**src/rtl/core/prsu_pkg.sv**
```systemverilog
// Package for the prefixed radix string to integer parser.
// Holds the character token type, phase codes and ASCII constants; no dependencies.
`timescale 1ns / 1ps
`default_nettype none

package prsu_pkg;

  // Default result width and token queue depth.
  localparam int VALUE_WIDTH_DEFAULT = 32;
  localparam int QUEUE_DEPTH         = 2;

  // ASCII codes the parser cares about.
  localparam logic [7:0] CH_NUL  = 8'h00;
  localparam logic [7:0] CH_ZERO = 8'h30;
  localparam logic [7:0] CH_NINE = 8'h39;
  localparam logic [7:0] CH_A    = 8'h61;
  localparam logic [7:0] CH_F    = 8'h66;
  localparam logic [7:0] CH_X    = 8'h78;
  localparam logic [7:0] CH_O    = 8'h6f;
  localparam logic [7:0] CH_A_OFFSET = 8'h57;  // 'a' minus ten

  // Radix values, wide enough to hold sixteen.
  localparam logic [4:0] RADIX_BIN = 5'd2;
  localparam logic [4:0] RADIX_OCT = 5'd8;
  localparam logic [4:0] RADIX_DEC = 5'd10;
  localparam logic [4:0] RADIX_HEX = 5'd16;

  // Digit value of the letter 'b', which doubles as the binary prefix.
  localparam logic [3:0] DVAL_B = 4'd11;

  // Class of one character as seen by the front end.
  typedef enum logic [2:0] {
    TK_END,
    TK_DIGIT,
    TK_X,
    TK_O,
    TK_OTHER
  } tok_kind_t;

  typedef struct packed {
    tok_kind_t  kind;
    logic [3:0] dval;
  } token_t;

  // Parse phase of the back end.
  typedef enum logic [2:0] {
    PH_START,
    PH_ZERO,
    PH_DEC,
    PH_HEX,
    PH_BIN,
    PH_OCT,
    PH_ERR
  } phase_t;

endpackage

`default_nettype wire

```
**src/rtl/core/prsu_front.sv**
```systemverilog
// Front end: classifies one input character into a token.
// Depends on prsu_pkg for the token type and ASCII constants.
`timescale 1ns / 1ps
`default_nettype none

module prsu_front (
  input  wire logic [7:0]      char_code,
  output prsu_pkg::token_t     tok
);
  import prsu_pkg::*;

  logic [7:0] num_diff;
  logic [7:0] alpha_diff;

  assign num_diff   = char_code - CH_ZERO;
  assign alpha_diff = char_code - CH_A_OFFSET;

  // Sort the character into terminator, digit, prefix letter or other.
  always_comb begin
    tok.kind = TK_OTHER;
    tok.dval = '0;
    if (char_code == CH_NUL) begin
      tok.kind = TK_END;
    end else if (char_code inside {[CH_ZERO:CH_NINE]}) begin
      tok.kind = TK_DIGIT;
      tok.dval = num_diff[3:0];
    end else if (char_code inside {[CH_A:CH_F]}) begin
      tok.kind = TK_DIGIT;
      tok.dval = alpha_diff[3:0];
    end else if (char_code == CH_X) begin
      tok.kind = TK_X;
    end else if (char_code == CH_O) begin
      tok.kind = TK_O;
    end
  end

endmodule

`default_nettype wire

```
**src/rtl/core/prsu_queue.sv**
```systemverilog
// Short token queue between the front end and the back end.
// Depends on prsu_pkg for the token type and queue depth.
`timescale 1ns / 1ps
`default_nettype none

module prsu_queue (
  input  wire logic             clk,
  input  wire logic             rst_n,
  input  wire logic             push,
  input  prsu_pkg::token_t      push_tok,
  output logic                  full,
  input  wire logic             pop,
  output logic                  not_empty,
  output prsu_pkg::token_t      head_tok
);
  import prsu_pkg::*;

  localparam int PTR_W = (QUEUE_DEPTH > 1) ? $clog2(QUEUE_DEPTH) : 1;
  localparam int CNT_W = $clog2(QUEUE_DEPTH + 1);
  localparam logic [CNT_W-1:0] DEPTH_CNT = CNT_W'(QUEUE_DEPTH);
  localparam logic [PTR_W-1:0] LAST_PTR  = PTR_W'(QUEUE_DEPTH - 1);

  token_t             slot_r [QUEUE_DEPTH];
  logic [PTR_W-1:0]   wr_ptr_r, wr_ptr_nxt;
  logic [PTR_W-1:0]   rd_ptr_r, rd_ptr_nxt;
  logic [CNT_W-1:0]   count_r, count_nxt;

  assign full      = (count_r == DEPTH_CNT);
  assign not_empty = (count_r != '0);
  assign head_tok  = slot_r[rd_ptr_r];

  // Pointer and fill count updates.
  always_comb begin
    wr_ptr_nxt = wr_ptr_r;
    rd_ptr_nxt = rd_ptr_r;
    count_nxt  = count_r;
    if (push) begin
      wr_ptr_nxt = (wr_ptr_r == LAST_PTR) ? '0 : wr_ptr_r + 1'b1;
    end
    if (pop) begin
      rd_ptr_nxt = (rd_ptr_r == LAST_PTR) ? '0 : rd_ptr_r + 1'b1;
    end
    if (push && !pop) begin
      count_nxt = count_r + 1'b1;
    end else if (pop && !push) begin
      count_nxt = count_r - 1'b1;
    end
  end

  always_ff @(posedge clk) begin
    if (!rst_n) begin
      wr_ptr_r <= '0;
      rd_ptr_r <= '0;
      count_r  <= '0;
    end else begin
      wr_ptr_r <= wr_ptr_nxt;
      rd_ptr_r <= rd_ptr_nxt;
      count_r  <= count_nxt;
    end
  end

  // Token storage; no reset needed for payload.
  always_ff @(posedge clk) begin
    if (push) begin
      slot_r[wr_ptr_r] <= push_tok;
    end
  end

endmodule

`default_nettype wire

```
**src/rtl/core/prsu_back.sv**
```systemverilog
// Back end: parse state machine, accumulator and result register.
// Depends on prsu_pkg for the token type and phase codes.
`timescale 1ns / 1ps
`default_nettype none

module prsu_back #(
  parameter int VALUE_WIDTH = prsu_pkg::VALUE_WIDTH_DEFAULT
) (
  input  wire logic                    clk,
  input  wire logic                    rst_n,
  input  wire logic                    tok_valid,
  input  prsu_pkg::token_t             tok,
  output logic                         tok_take,
  output logic                         out_valid,
  input  wire logic                    out_stall,
  output logic [VALUE_WIDTH-1:0]       out_value,
  output logic                         out_failed
);
  import prsu_pkg::*;

  localparam int EXT_W = VALUE_WIDTH + 4;

  phase_t                  phase_r, phase_nxt;
  logic [VALUE_WIDTH-1:0]  acc_r, acc_nxt;
  logic                    err_r, err_nxt;
  logic                    out_valid_r, out_valid_nxt;
  logic [VALUE_WIDTH-1:0]  out_value_r, out_value_nxt;
  logic                    out_failed_r, out_failed_nxt;

  logic                    out_free;
  logic                    is_end;
  logic [4:0]              radix;
  logic [EXT_W-1:0]        acc_ext;
  logic [EXT_W-1:0]        scaled;
  logic [EXT_W-1:0]        sum;
  logic                    digit_ok;
  logic                    good;
  logic                    fail_now;

  // A token is taken unless it is a terminator and the result register is busy.
  assign out_free = !out_valid_r || !out_stall;
  assign is_end   = (tok.kind == TK_END);
  assign tok_take = tok_valid && (!is_end || out_free);

  // Radix of the digit being taken in this phase.
  always_comb begin
    case (phase_r)
      PH_HEX:  radix = RADIX_HEX;
      PH_BIN:  radix = RADIX_BIN;
      PH_OCT:  radix = RADIX_OCT;
      default: radix = RADIX_DEC;
    endcase
  end

  // Shift-add by the radix; overflow shows in the top four bits.
  assign acc_ext = {4'b0, acc_r};
  always_comb begin
    case (phase_r)
      PH_HEX:  scaled = acc_ext << 4;
      PH_BIN:  scaled = acc_ext << 1;
      PH_OCT:  scaled = acc_ext << 3;
      default: scaled = (acc_ext << 3) + (acc_ext << 1);
    endcase
  end
  assign sum      = scaled + EXT_W'(tok.dval);
  assign digit_ok = (tok.kind == TK_DIGIT) && ({1'b0, tok.dval} < radix);
  assign good     = digit_ok && (sum[EXT_W-1:VALUE_WIDTH] == '0);
  assign fail_now = (phase_r == PH_ERR) || err_r;

  // Next phase.
  always_comb begin
    phase_nxt = phase_r;
    if (is_end) begin
      phase_nxt = PH_START;
    end else begin
      case (phase_r)
        PH_START: begin
          if (tok.kind == TK_DIGIT && tok.dval == '0) begin
            phase_nxt = PH_ZERO;
          end else begin
            phase_nxt = good ? PH_DEC : PH_ERR;
          end
        end
        PH_ZERO: begin
          if (tok.kind == TK_X) begin
            phase_nxt = PH_HEX;
          end else if (tok.kind == TK_O) begin
            phase_nxt = PH_OCT;
          end else if (tok.kind == TK_DIGIT && tok.dval == DVAL_B) begin
            phase_nxt = PH_BIN;
          end else begin
            phase_nxt = good ? PH_DEC : PH_ERR;
          end
        end
        PH_DEC, PH_HEX, PH_BIN, PH_OCT: begin
          phase_nxt = good ? phase_r : PH_ERR;
        end
        default: phase_nxt = PH_ERR;
      endcase
    end
  end

  // Accumulator, pending-failure flag and result.
  always_comb begin
    acc_nxt        = acc_r;
    err_nxt        = err_r;
    out_valid_nxt  = out_valid_r && out_stall;
    out_value_nxt  = out_value_r;
    out_failed_nxt = out_failed_r;
    if (is_end) begin
      acc_nxt        = '0;
      err_nxt        = 1'b0;
      out_valid_nxt  = tok_take || (out_valid_r && out_stall);
      out_value_nxt  = fail_now ? '0 : acc_r;
      out_failed_nxt = fail_now;
    end else begin
      case (phase_r)
        PH_START: begin
          if (!(tok.kind == TK_DIGIT && tok.dval == '0)) begin
            acc_nxt = good ? sum[VALUE_WIDTH-1:0] : '0;
            err_nxt = !good;
          end
        end
        PH_ZERO: begin
          if (tok.kind == TK_X || tok.kind == TK_O ||
              (tok.kind == TK_DIGIT && tok.dval == DVAL_B)) begin
            err_nxt = 1'b1;
          end else begin
            acc_nxt = good ? sum[VALUE_WIDTH-1:0] : '0;
            err_nxt = !good;
          end
        end
        PH_DEC, PH_HEX, PH_BIN, PH_OCT: begin
          acc_nxt = good ? sum[VALUE_WIDTH-1:0] : '0;
          err_nxt = !good;
        end
        default: begin
          acc_nxt = '0;
          err_nxt = 1'b1;
        end
      endcase
    end
  end

  // Phase, accumulator and error flag update only on a token transfer.
  always_ff @(posedge clk) begin
    if (!rst_n) begin
      phase_r     <= PH_START;
      acc_r       <= '0;
      err_r       <= 1'b0;
      out_valid_r <= 1'b0;
    end else begin
      if (tok_take) begin
        phase_r <= phase_nxt;
        acc_r   <= acc_nxt;
        err_r   <= err_nxt;
      end
      out_valid_r <= out_valid_nxt;
    end
  end

  // Result payload loads on a terminator.
  always_ff @(posedge clk) begin
    if (tok_take && is_end) begin
      out_value_r  <= out_value_nxt;
      out_failed_r <= out_failed_nxt;
    end
  end

  assign out_valid  = out_valid_r;
  assign out_value  = out_value_r;
  assign out_failed = out_failed_r;

endmodule

`default_nettype wire

```
**src/rtl/core/prefixed_radix_string_to_uint_unit.sv**
```systemverilog
// Top level of the prefixed radix string to unsigned integer parser.
// Depends on prsu_pkg, prsu_front, prsu_queue and prsu_back.
`timescale 1ns / 1ps
`default_nettype none

// Takes one ASCII character per transfer and returns one result per zero byte.
// A leading "0x", "0b" or "0o" selects hex, binary or octal (lowercase only);
// otherwise the string is decimal. A failed parse (illegal character, empty
// prefixed body or overflow past VALUE_WIDTH bits) gives value 0 with failed
// set. One character is accepted every cycle unless the token queue is full:
// the back end's combinational shift-add and overflow compare sets that rate.
// A terminator passes through the token queue before the back end loads its
// result register, waiting while an earlier result is held under stall.
// Characters keep flowing while a result waits, until the next terminator
// reaches the back end; then the two-entry token queue fills and the input stalls.

module prefixed_radix_string_to_uint_unit #(
  parameter int VALUE_WIDTH = prsu_pkg::VALUE_WIDTH_DEFAULT
) (
  input  wire logic                    clk,
  input  wire logic                    rst_n,
  input  wire logic                    in_valid,
  output logic                         in_stall,
  input  wire logic [7:0]              in_char_code,
  output logic                         out_valid,
  input  wire logic                    out_stall,
  output logic [VALUE_WIDTH-1:0]       out_value,
  output logic                         out_failed
);
  import prsu_pkg::*;

  token_t front_tok;
  token_t head_tok;
  logic   q_full;
  logic   q_not_empty;
  logic   tok_take;
  logic   in_xfer;

  assign in_stall = q_full;
  assign in_xfer  = in_valid && !q_full;

  // Character classification.
  prsu_front u_front (
    .char_code (in_char_code),
    .tok       (front_tok)
  );

  // Token queue between the two halves.
  prsu_queue u_queue (
    .clk       (clk),
    .rst_n     (rst_n),
    .push      (in_xfer),
    .push_tok  (front_tok),
    .full      (q_full),
    .pop       (tok_take),
    .not_empty (q_not_empty),
    .head_tok  (head_tok)
  );

  // Parser state machine and result register.
  prsu_back #(
    .VALUE_WIDTH (VALUE_WIDTH)
  ) u_back (
    .clk        (clk),
    .rst_n      (rst_n),
    .tok_valid  (q_not_empty),
    .tok        (head_tok),
    .tok_take   (tok_take),
    .out_valid  (out_valid),
    .out_stall  (out_stall),
    .out_value  (out_value),
    .out_failed (out_failed)
  );

`ifndef SYNTHESIS
  // A failed result always carries a zero value.
  assert property (@(posedge clk) disable iff (!rst_n)
    out_valid && out_failed |-> out_value == '0)
    else $error("failed result with nonzero value");

  // The back end never takes a token from an empty queue.
  assert property (@(posedge clk) disable iff (!rst_n)
    tok_take |-> q_not_empty)
    else $error("token taken from empty queue");

  // A result held under stall is replaced only after it is taken.
  assert property (@(posedge clk) disable iff (!rst_n)
    out_valid && out_stall |=> out_valid && $stable(out_value) && $stable(out_failed))
    else $error("stalled result changed");
`endif

endmodule

`default_nettype wire

```
**config.mk**
```make
export PLATFORM = sky130hd
export DESIGN_NAME = prefixed_radix_string_to_uint_unit
export DESIGN_NICKNAME = d
export VERILOG_FILES = /design/src/rtl/core/prsu_pkg.sv /design/src/rtl/core/prsu_front.sv /design/src/rtl/core/prsu_queue.sv /design/src/rtl/core/prsu_back.sv /design/src/rtl/core/prefixed_radix_string_to_uint_unit.sv
export SDC_FILE = /design/constraint.sdc
export NUM_CORES = 1
export LEC_CHECK = 0
export ABC_AREA = 1
export BUFFER_PORTS_ARGS = -buffer_cell sky130_fd_sc_hd__buf_2
export CAP_MARGIN = 20
export CORE_MARGIN = 2
export CORE_UTILIZATION = 60
export CTS_BUF_LIST = sky130_fd_sc_hd__clkbuf_8
export CTS_CLUSTER_DIAMETER = 50
export DETAILED_ROUTE_END_ITERATION = 12
export PLACE_DENSITY = 0.88
export SLEW_MARGIN = 15
export SYNTH_ARGS = -nofsm -noshare
export SYNTH_HDL_FRONTEND = slang
export SYNTH_SLANG_ARGS = --single-unit
```
**constraint.sdc**
```tcl
create_clock -name clk -period 11.45 [get_ports clk]
set_clock_uncertainty 0.2 [all_clocks]
set_input_delay 2.29 -clock clk [delete_from_list [all_inputs] [get_ports clk]]
set_output_delay 2.29 -clock clk [all_outputs]
set_load 0.005 [all_outputs]
```
# Yosys cells after proc, flatten, opt, wreduce, memory -nomap -nowiden
# Memory sizes are Yosys's and may differ from the RTL's. A register that Yosys moved wholly into a read port is not among the register bits.
# Index checks and enable logic that the tools add are counted.
dict set report classes {
  n_addsub 8
  magnitude_cmp 5
  n_eq_ne 16
  n_mux 35
  n_reduce_logical 37
}
# cell n
set ops {}
lappend ops {{32-bit 2-to-1 mux} 4}
lappend ops {{36-bit case mux with 3 select lines} 1}
lappend ops {{32-bit case mux with 3 select lines} 1}
lappend ops {{35-bit by 33-bit adder with 36-bit output} 1}
lappend ops {{36-bit by 4-bit adder with 36-bit output} 1}
lappend ops {{3-bit 2-to-1 mux} 11}
lappend ops {{8-bit by 7-bit == test with 1-bit output (second input constant)} 2}
lappend ops {{5-bit case mux with 3 select lines} 1}
lappend ops {{3-bit by 2-bit == test with 1-bit output (second input constant)} 4}
lappend ops {{1-bit logical AND} 12}
lappend ops {{1-bit 2-to-1 mux} 10}
lappend ops {{3-bit == test (second input constant)} 3}
lappend ops {{3-bit by 2-bit inequality test with 1-bit output (second input constant)} 3}
lappend ops {{3-bit case mux with 3 select lines} 1}
lappend ops {{8-bit by 6-bit greater-or-equal comparator with 1-bit output (second input constant)} 1}
lappend ops {{8-bit by 7-bit greater-or-equal comparator with 1-bit output (second input constant)} 1}
lappend ops {{8-bit by 6-bit less-or-equal comparator with 1-bit output (second input constant)} 1}
lappend ops {{8-bit by 7-bit less-or-equal comparator with 1-bit output (second input constant)} 1}
lappend ops {{4-bit zero test} 2}
lappend ops {{8-bit zero test} 1}
lappend ops {{4-bit 2-to-1 mux} 2}
lappend ops {{1-bit zero test} 7}
lappend ops {{7-bit 2-to-1 mux} 1}
lappend ops {{3-bit by 1-bit == test with 1-bit output (second input constant)} 2}
lappend ops {{other kinds (16)} 27}
dict set report word_totals {
  register_bits 74
  ram_bits 14
  in_bits 12
  output_inout_bits 35
  elab_cells 111
  memories 1
}
# memory words width read_ports rd_clocked_by_memory_dff write_ports line
set mem_list {}
lappend mem_list {u_queue.slot_r 2 7 1 1 1 prsu_queue.sv:23} ;# token_t slot_r [QUEUE_DEPTH];

# Logic depth before layout (Yosys ltp)
# Gate-level depths: netlist of run 1.
dict set report logic_depth {
  word_depth 11
  mapped_depth 32
  ltp_nobuf 29
}

# Modules after synthesis
# From an unflattened synthesis of run 1, not the netlist that was laid out.
dict set report hier_totals {
  cells_unflattened 1369
  area_unflattened_um2 8304.2
}
# module instances cells_each area_each_um2 seq_area_each_um2
set modules_own_cells {}
lappend modules_own_cells {prsu_back 1 1251 7214.4 1731.7}
lappend modules_own_cells {prsu_queue 1 55 739.5 520.5}
lappend modules_own_cells {prsu_front 1 61 340.3 0.0}
lappend modules_own_cells {prefixed_radix_string_to_uint_unit 1 2 10.0 0.0}

# Least setup slack after synthesis of run 1
# No wires, ideal clock.
dict set report synth_path {
  path_type {in2reg}
  start {in out_stall}
  end {reg u_back.out_failed_r (netlist: u_back.out_failed) (enable)}
  setup_time_ps 425
  t_arrival_ps 3916
  t_required_ps 10825
  setup_slack_ps 6910
  stages 3
  n_path_buf 0
  cell_sequence {nand2_1 > o22ai_1 > nor2_1}
}
dict set report synth_between {
  elab_chain_cells 6
}
# item line
set synth_lines {}
lappend synth_lines {{from (decl)} prefixed_radix_string_to_uint_unit.sv:26} ;# input wire logic out_stall,
lappend synth_lines {{1-bit zero test} prsu_back.sv:41} ;# assign out_free = !out_valid_r || !out_stall;
lappend synth_lines {{1-bit logical OR} prsu_back.sv:41}
lappend synth_lines {{1-bit logical OR} prsu_back.sv:43} ;# assign tok_take = tok_valid && (!is_end || out_free);
lappend synth_lines {{1-bit logical AND} prsu_back.sv:43}
lappend synth_lines {{1-bit logical AND} prsu_back.sv:164} ;# if (tok_take && is_end) begin
lappend synth_lines {{2-bit AND reduction (no source line)} -}
lappend synth_lines {{to (signal assigned)} prsu_back.sv:166} ;# out_failed_r <= out_failed_nxt;
lappend synth_lines {{to (decl)} prsu_back.sv:28} ;# logic out_failed_r, out_failed_nxt;
# Every way passes these cells.
# A chain may end at the register's enable or synchronous reset.

# Worst setup path after layout of run 1
dict set report layout_path {
  start {reg u_back.phase_r[1]}
  end {reg u_back.acc_r[25]}
}
dict set report layout_between {
  elab_chain_cells 9
  word_cells_on_any_way 22
  cone_classes {add/sub (1); order compare (1); eq/ne (7); mux (7); reduce/logical (6)}
}
# item line
set layout_lines {}
lappend layout_lines {{from (decl)} prsu_back.sv:23} ;# phase_t phase_r, phase_nxt;
lappend layout_lines {{from (signal assigned)} prsu_back.sv:154} ;# phase_r <= phase_nxt;
lappend layout_lines {{3-bit == test / 3-bit by 2-bit == test with 1-bit output (equally long branches)} {prsu_back.sv:47, prsu_back.sv:58, prsu_back.sv:117}}
lappend layout_lines {{36-bit case mux with 3 select lines / 5-bit case mux with 3 select lines (equally long branches)} {prsu_back.sv:58, prsu_back.sv:47}}
lappend layout_lines {{36-bit by 4-bit adder with 36-bit output / 4-bit by 5-bit < comparator with 1-bit output (equally long branches)} {prsu_back.sv:65, prsu_back.sv:66}}
lappend layout_lines {{4-bit zero test / 1-bit logical AND (equally long branches)} {prsu_back.sv:67, prsu_back.sv:66}}
lappend layout_lines {{1-bit logical AND} prsu_back.sv:67} ;# assign good = digit_ok && (sum[EXT_W-1:VALUE_WIDTH] == '0);
lappend layout_lines {{32-bit 2-to-1 mux} {prsu_back.sv:120, prsu_back.sv:129, prsu_back.sv:134}}
lappend layout_lines {{32-bit 2-to-1 mux, on equally long branches} {prsu_back.sv:125, prsu_back.sv:119}}
lappend layout_lines {{32-bit case mux with 3 select lines} prsu_back.sv:117} ;# case (phase_r)
lappend layout_lines {{32-bit 2-to-1 mux} prsu_back.sv:110} ;# if (is_end) begin
lappend layout_lines {{to (signal assigned)} prsu_back.sv:155} ;# acc_r <= acc_nxt;
lappend layout_lines {{to (decl)} prsu_back.sv:24} ;# logic [VALUE_WIDTH-1:0] acc_r, acc_nxt;
# Several ways; a longest one is shown, not always the timed one. The select of a mux whose other input is x is not followed.

==> results.cfg, run 1 <==
[power_and_ir_drop]
worst_ir_drop_vdd_uv = 163
p_comb_frac = 0.434
cellLeakagePower_nw = 4.38
sw_frac_of_total = 0.436
fin_total_pwr_mw = 1.11
seq_power_share = 0.351
clkPwrFrac = 0.215
p_int_mw = 0.629
p_switching_mw = 0.485
power.density_mw_per_mm2 = 124

[detailed_routing]
ant_nets = 0
dr.pass1.iters = 5
drc_errors = 0
vias = 9126
wl_per_cell_um = 14.5
wirelength_mm = 23.7
drtIter0Drc = 1046
vias_per_cell = 5.57

[grt]
grt_use_met3 = 0.0418
grt_pass1_vias = 8063
grt_usage = 0.326
overflow = 0
grt_pass1_wl_mm = 38.5
grt_antenna_before_repair = 0
grt.busiest_layer = met2
gr-usage-met1 = 0.461
grt_max_degree = 47
use_met2 = 0.512

[clock_tree]
post_cts_resized = 0
cts_tree = built
clock-sinks = 89
cts_hold_buf = 0
clkTransAtPathRegs_ns = 0.09
clk_latency_ns = 0.38
htree_levels = 3
cts_buffer_depth = 2
cts_inserted_buffers = 9
cts_setup_buffers = 0
cts_root_buf = clkbuf_8

[layout]
n_antenna_cell = 0
drive_above_1_share = 0.0604
nets = 1510
finalNonFillerCells = 1638
syn_to_final_growth_pct = 6.81
stdcell_area_mm2 = 0.00897
n_fill_cell = 1300
multiInputGateArea_mm2 = 0.00506
final_util = 0.651
seq_area_mm2 = 0.00225

[timing]
max_freq_mhz = 188
relSlewSlack = 0.336
setup_ws_ns = 6.14
setup_viol = 0
worst_pin_slew_ns = 0.994
finalCriticalPeriod_ns = 5.31
rsz0062_at_grt = no
slew_violations = 0
setup_tns_ns = 0
period_share = 0.463
hold_violations = 0
hold_ws_ns = 0.277

[placement]
place_congestion = 1.01
place_inst = 1621
dpl.hpwl_mm = 18.3
post_dp_cell_area_mm2 = 0.00873
io_buffers = 46
pre_cts_ws_ns = 6.27

[logic_synthesis]
synth_cells = 1423
async_flop_share = 0
synth_edf_count = 47
syn-cell-area_mm2 = 0.00840
yosysSeqAreaShare = 0.268
synthFlopType = edfxtp_1
yosys_warnings = 0
ys_types = 38
synth_seq_cells = 89
synth_nets = 1480
synth.avg_cell_area_um2 = 5.90

[setup_path]
cp.arrival_ns = 5.40
crit_type = reg2reg
cp_max_fo = 46
max_stage_delay_ns = 0.68
slowest_stage = inv_2
crit_path_frequent_cell = nand2_1
worstSetupEndpointType = register
startpoint_type = register
required_ns = 11.55

[floorplanning]
die-height_um = 122
die_w_um = 122
num_rows = 43
io_pins = 47
dieArea_mm2 = 0.0150
core_area_mm2 = 0.0138
initial_core_util = 0.610

[flow_run]
cap_violations = 0

[outcome]
status = finished, final reports clean

[min_path]
min_path_type = reg2reg
## Yosys cell counts, types with 10 or more instances
library cell,count,area [µm²]
nand2_1,516,1940
edfxtp_1,47,1410
dfxtp_1,42,841
nor2_1,165,619
o2111ai_1,10,87.6
nand4_1,23,144
nand3_1,114,571
buf_2,15,75.1
xor2_1,24,210
o21ai_0,26,130
a21oi_1,71,355
inv_1,246,923
ha_1,43,538
## logic make-up (layout without fill, tap and decap cells)
group / Yosys count / after routing / share of synthesized area
buffers and inverters: 283 / 318 / 0.131
AO/OA/AOI/OAI: 127 / 127 / 0.0852
adder cells (fa/ha/maj): 45 / 45 / 0.0688
flip-flops: 89 / 89 / 0.268
XOR/XNOR: 29 / 29 / 0.0302
AND/OR/NAND/NOR: 848 / 848 / 0.414
multiplexers: 2 / 2 / 0.00238
## critical path, delay by kind of cell (launching register included)
family / cells / cell delay, ns
flip-flops: 1 / 0.54
buffers and inverters: 5 / 1.44
adder cells (fa/ha/maj): 2 / 0.44
AND/OR/NAND/NOR: 21 / 2.37
AO/OA/AOI/OAI: 1 / 0.17
## cell usage in the layout (no fill, tap or decap), drive strengths merged, types with 3 or more instances in the layout
cell     count
dfxtp       42
xor2        24
buf         50
nor3        10
nand2      518
o22ai        9
nand4       23
o2111ai     10
xnor2        5
o221ai       3
o21ai       26
inv        254
nand3      116
clkbuf      10
a21oi       71
ha          43
edfxtp      47
o21bai       3
nor4         4
nor2       174
## metal layers
layer,share of wire,vias up
met1,0.43,4112
li1,-,4524
met3,0.10,65
met5,0,-
met2,0.45,425
met4,0.028,0
## registers in the layout, summed over array words and instances (netlist names), named ones only
name	flops
u_back.acc_r	32
u_back.out_value	32
u_queue.slot_r	14
u_back.phase_r	3
u_queue.count_r	2
u_back.err_r	1
u_back.out_failed	1
u_back.out_valid	1
u_queue.rd_ptr_r	1
u_queue.wr_ptr_r	1
## power groups by stage
stage | combinational, mW | sequential (mW) | clock [mW]
5_1_grt | 0.532 | 0.396 | 0.248
3_3_place_gp | 0.451 | 0.395 | 0
4_1_cts | 0.462 | 0.390 | 0.239
3_5_place_dp | 0.456 | 0.397 | 0
2_1_floorplan | 0.360 | 0.384 | 0
6_report | 0.484 | 0.391 | 0.240
## path summary, 6_finish.rpt
check        cells past startpoint  slack [ns]                to               from
min reg2reg                      1        0.28  u_queue.rd_ptr_r   u_queue.rd_ptr_r
max                             29        6.14  u_back.acc_r[25]  u_back.phase_r[1]
min                              1        0.28  u_queue.rd_ptr_r   u_queue.rd_ptr_r
max reg2reg                     29        6.14  u_back.acc_r[25]  u_back.phase_r[1]
## final cells by class
class                      instances  share of cell area
timing repair buffer              50              0.0299
clock inverter                     6             0.00935
tap                              180              0.0251
multi-input combinational       1051               0.564
clock buffer                      10              0.0153
sequential                        89               0.251
inverter                         252               0.105
No activity file was read; power rests on OpenSTA's default activity.
==> run 2: changes to the inputs <==
Settings changed: ABC_AREA 1 to 0.
Clock period 11.45 ns to 5.5 ns, I/O delays scaled along.
==> results.cfg, run 2 <==
[floorplanning]
die-height_um = 114
dieArea_mm2 = 0.0131
core_area_mm2 = 0.0120
num_rows = 40
io_pins = 47
die_w_um = 114
initial_core_util = 0.611

[power_and_ir_drop]
power.density_mw_per_mm2 = 302
p_int_mw = 1.35
p_comb_frac = 0.434
clkPwrFrac = 0.219
seq_power_share = 0.347
worst_ir_drop_vdd_uv = 240
sw_frac_of_total = 0.426
fin_total_pwr_mw = 2.36
cellLeakagePower_nw = 2.92
p_switching_mw = 1.00

[setup_path]
crit_type = reg2reg
cp_max_fo = 11
required_ns = 5.62
cp.arrival_ns = 5.24
worstSetupEndpointType = register
startpoint = u_back.acc_r[2]
r2r_start = u_back.acc_r[2]
startpoint_type = register

[logic_synthesis]
ys_types = 81
synth_top_family_by_area = compound AO/OA/AOI/OAI gates
synth-compound-area-share = 0.248
synth_seq_cells = 89
synthFlopType = edfxtp_1
synth.largest_area_cell = edfxtp_1
synth_top_cell_area_share = 0.193
yosys_warnings = 0
synth_edf_count = 47
syn-cell-area_mm2 = 0.00731
yosys-top-cells-count = nand2_1, nor2_1, a21oi_1, edfxtp_1, and2_1
yosys-top-cells-area = edfxtp_1, dfxtp_1, ha_1, nand2_1, a21oi_1
synth_xor_area_frac = 0.0647
synth_nets = 943
yosysSeqAreaShare = 0.308
synthMuxAreaShare = 0.0183
yosysMostFrequentCell = nand2_1
async_flop_share = 0
synth_cells = 886
yosys.area_share.simple = 0.234
synth_fa_ha_area_frac = 0.0791
synth.avg_cell_area_um2 = 8.25

[placement]
pre_cts_ws_ns = 0.348
dpl.hpwl_mm = 13.7
io_buffers = 46
place_congestion = 1.04

[grt]
grt_max_degree = 40
grt_pass1_wl_mm = 30.9
grt_pass1_vias = 6340
grt_usage = 0.294
overflow = 0
grt_antenna_before_repair = 0

[layout]
drive_above_1_share = 0.109
syn_to_final_growth_pct = 6.83
final_util = 0.653
n_antenna_cell = 0
final_cell_mix = nand2_1, nor2_1, a21oi_1, edfxtp_1, buf_2
mostFrequentLayoutCell = nand2_1
nets = 954

[timing]
relSlewSlack = 0.340
period_share = 0.932
worst_pin_slew_ns = 0.988
hold_ws_ns = 0.317
setup_viol = 0
hold_violations = 0
setup_tns_ns = 0
setup_ws_ns = 0.375
finalCriticalPeriod_ns = 5.13
slew_violations = 0
rsz0062_at_grt = no
max_freq_mhz = 195

[detailed_routing]
vias_per_cell = 6.52
wl_per_cell_um = 17.8
drtIter0Drc = 721
ant_nets = 0
drc_errors = 0
wirelength_mm = 18.7
vias = 6836
dr.pass1.iters = 7

[clock_tree]
cts_inserted_buffers = 9
cts_tree = built
cts_hold_buf = 0
cts_root_buf = clkbuf_8
clkTransAtPathRegs_ns = 0.09
clk_latency_ns = 0.39
clock-sinks = 89
htree_levels = 3
cts_buffer_depth = 2

[min_path]
min_from = u_back.err_r
min_path_type = reg2reg

[flow_run]
cap_violations = 0

[outcome]
status = finished, final reports clean
-- run 2: cell types whose count changed after synthesis, moves of 22 or more --
cell | before | now
nor2_1 | 165 | 66
clkbuf_1 | 9 | 34
nand3_1 | 114 | 8
xnor2_1 | 5 | 27
and2_1 | 2 | 44
o21ai_1 | 0 | 36
nand2_1 | 516 | 92
inv_1 | 246 | 24
-- run 2: worst paths after layout --
path / slack (ns) / cells past startpoint / end
worst max register to register: 0.37 / 15 / u_back.acc_r[9]
worst min-delay path: 0.32 / 2 / u_back.err_r
worst min register to register: 0.32 / 2 / u_back.err_r
worst max-delay path: 0.37 / 15 / u_back.acc_r[9]
-- run 2: worst max-delay path, cell delays in order, from the launching register on --
cell and delay, ns:
dfxtp_1 0.41, ha_1 0.28, fa_1 0.45, a211oi_2 0.26, o21ai_1 0.21, a21oi_2 0.38, o21bai_1 0.13, a311o_1 0.43
a2111oi_4 0.28, nand4_1 0.24, nor4_2 0.36, a31oi_1 0.17, nor3_2 0.37, nand3_1 0.38, buf_4 0.31, o21ai_0 0.18
-- run 2: layout make-up --
class | instances | area (µm²)
sequential | 89 | 2250
clock inverter | 7 | 96.3
inverter | 25 | 93.8
timing repair buffer | 56 | 325
tap | 147 | 184
fill | 997 | 4150
clock buffer | 9 | 124
multi-input combinational | 716 | 4730
-- run 2: cell families after synthesis --
group                    count (synthesis)
adder cells (fa/ha/maj)                 45
AO/OA/AOI/OAI                          272
flip-flops                              89
AND/OR/NAND/NOR                        332
multiplexers                            13
XOR/XNOR                                54
buffers and inverters                   81
-- run 2: repair_timing --
item | 4_1_cts | 5_1_grt
resized for setup | 0 | 1
setup endpoints to repair | 0 | 25
setup buffers | 0 | 0
-- run 2: power groups by stage --
stage / combinational (mW) / clock (mW) / sequential [mW]
final: 1.02 / 0.515 / 0.818
after global routing: 1.13 / 0.541 / 0.827
after CTS: 1.01 / 0.521 / 0.815
after detailed placement: 1.00 / 0 / 0.831
after global placement: 0.974 / 0 / 0.826
after floorplan: 0.798 / 0 / 0.794
-- run 2: routing by layer --
| layer | vias to the layer above | global-route usage | part of all wire |
|---|---|---|---|
| met3 | 55 | 0.0582 | 0.082 |
| li1 | 3301 | - | - |
| met1 | 3140 | 0.390 | 0.43 |
| met2 | 340 | 0.475 | 0.46 |
| met5 | - | 0 | 0 |
| met4 | 0 | 0.111 | 0.027 |
-- run 2: stage by stage --
stage / area, µm² / cells
CTS: 7810 / 1049
detailed placement: 7590 / 1033
global route: 7810 / 1049
finish: 7810 / 1049
floorplan: 7310 / 886
global placement: 7560 / 1032
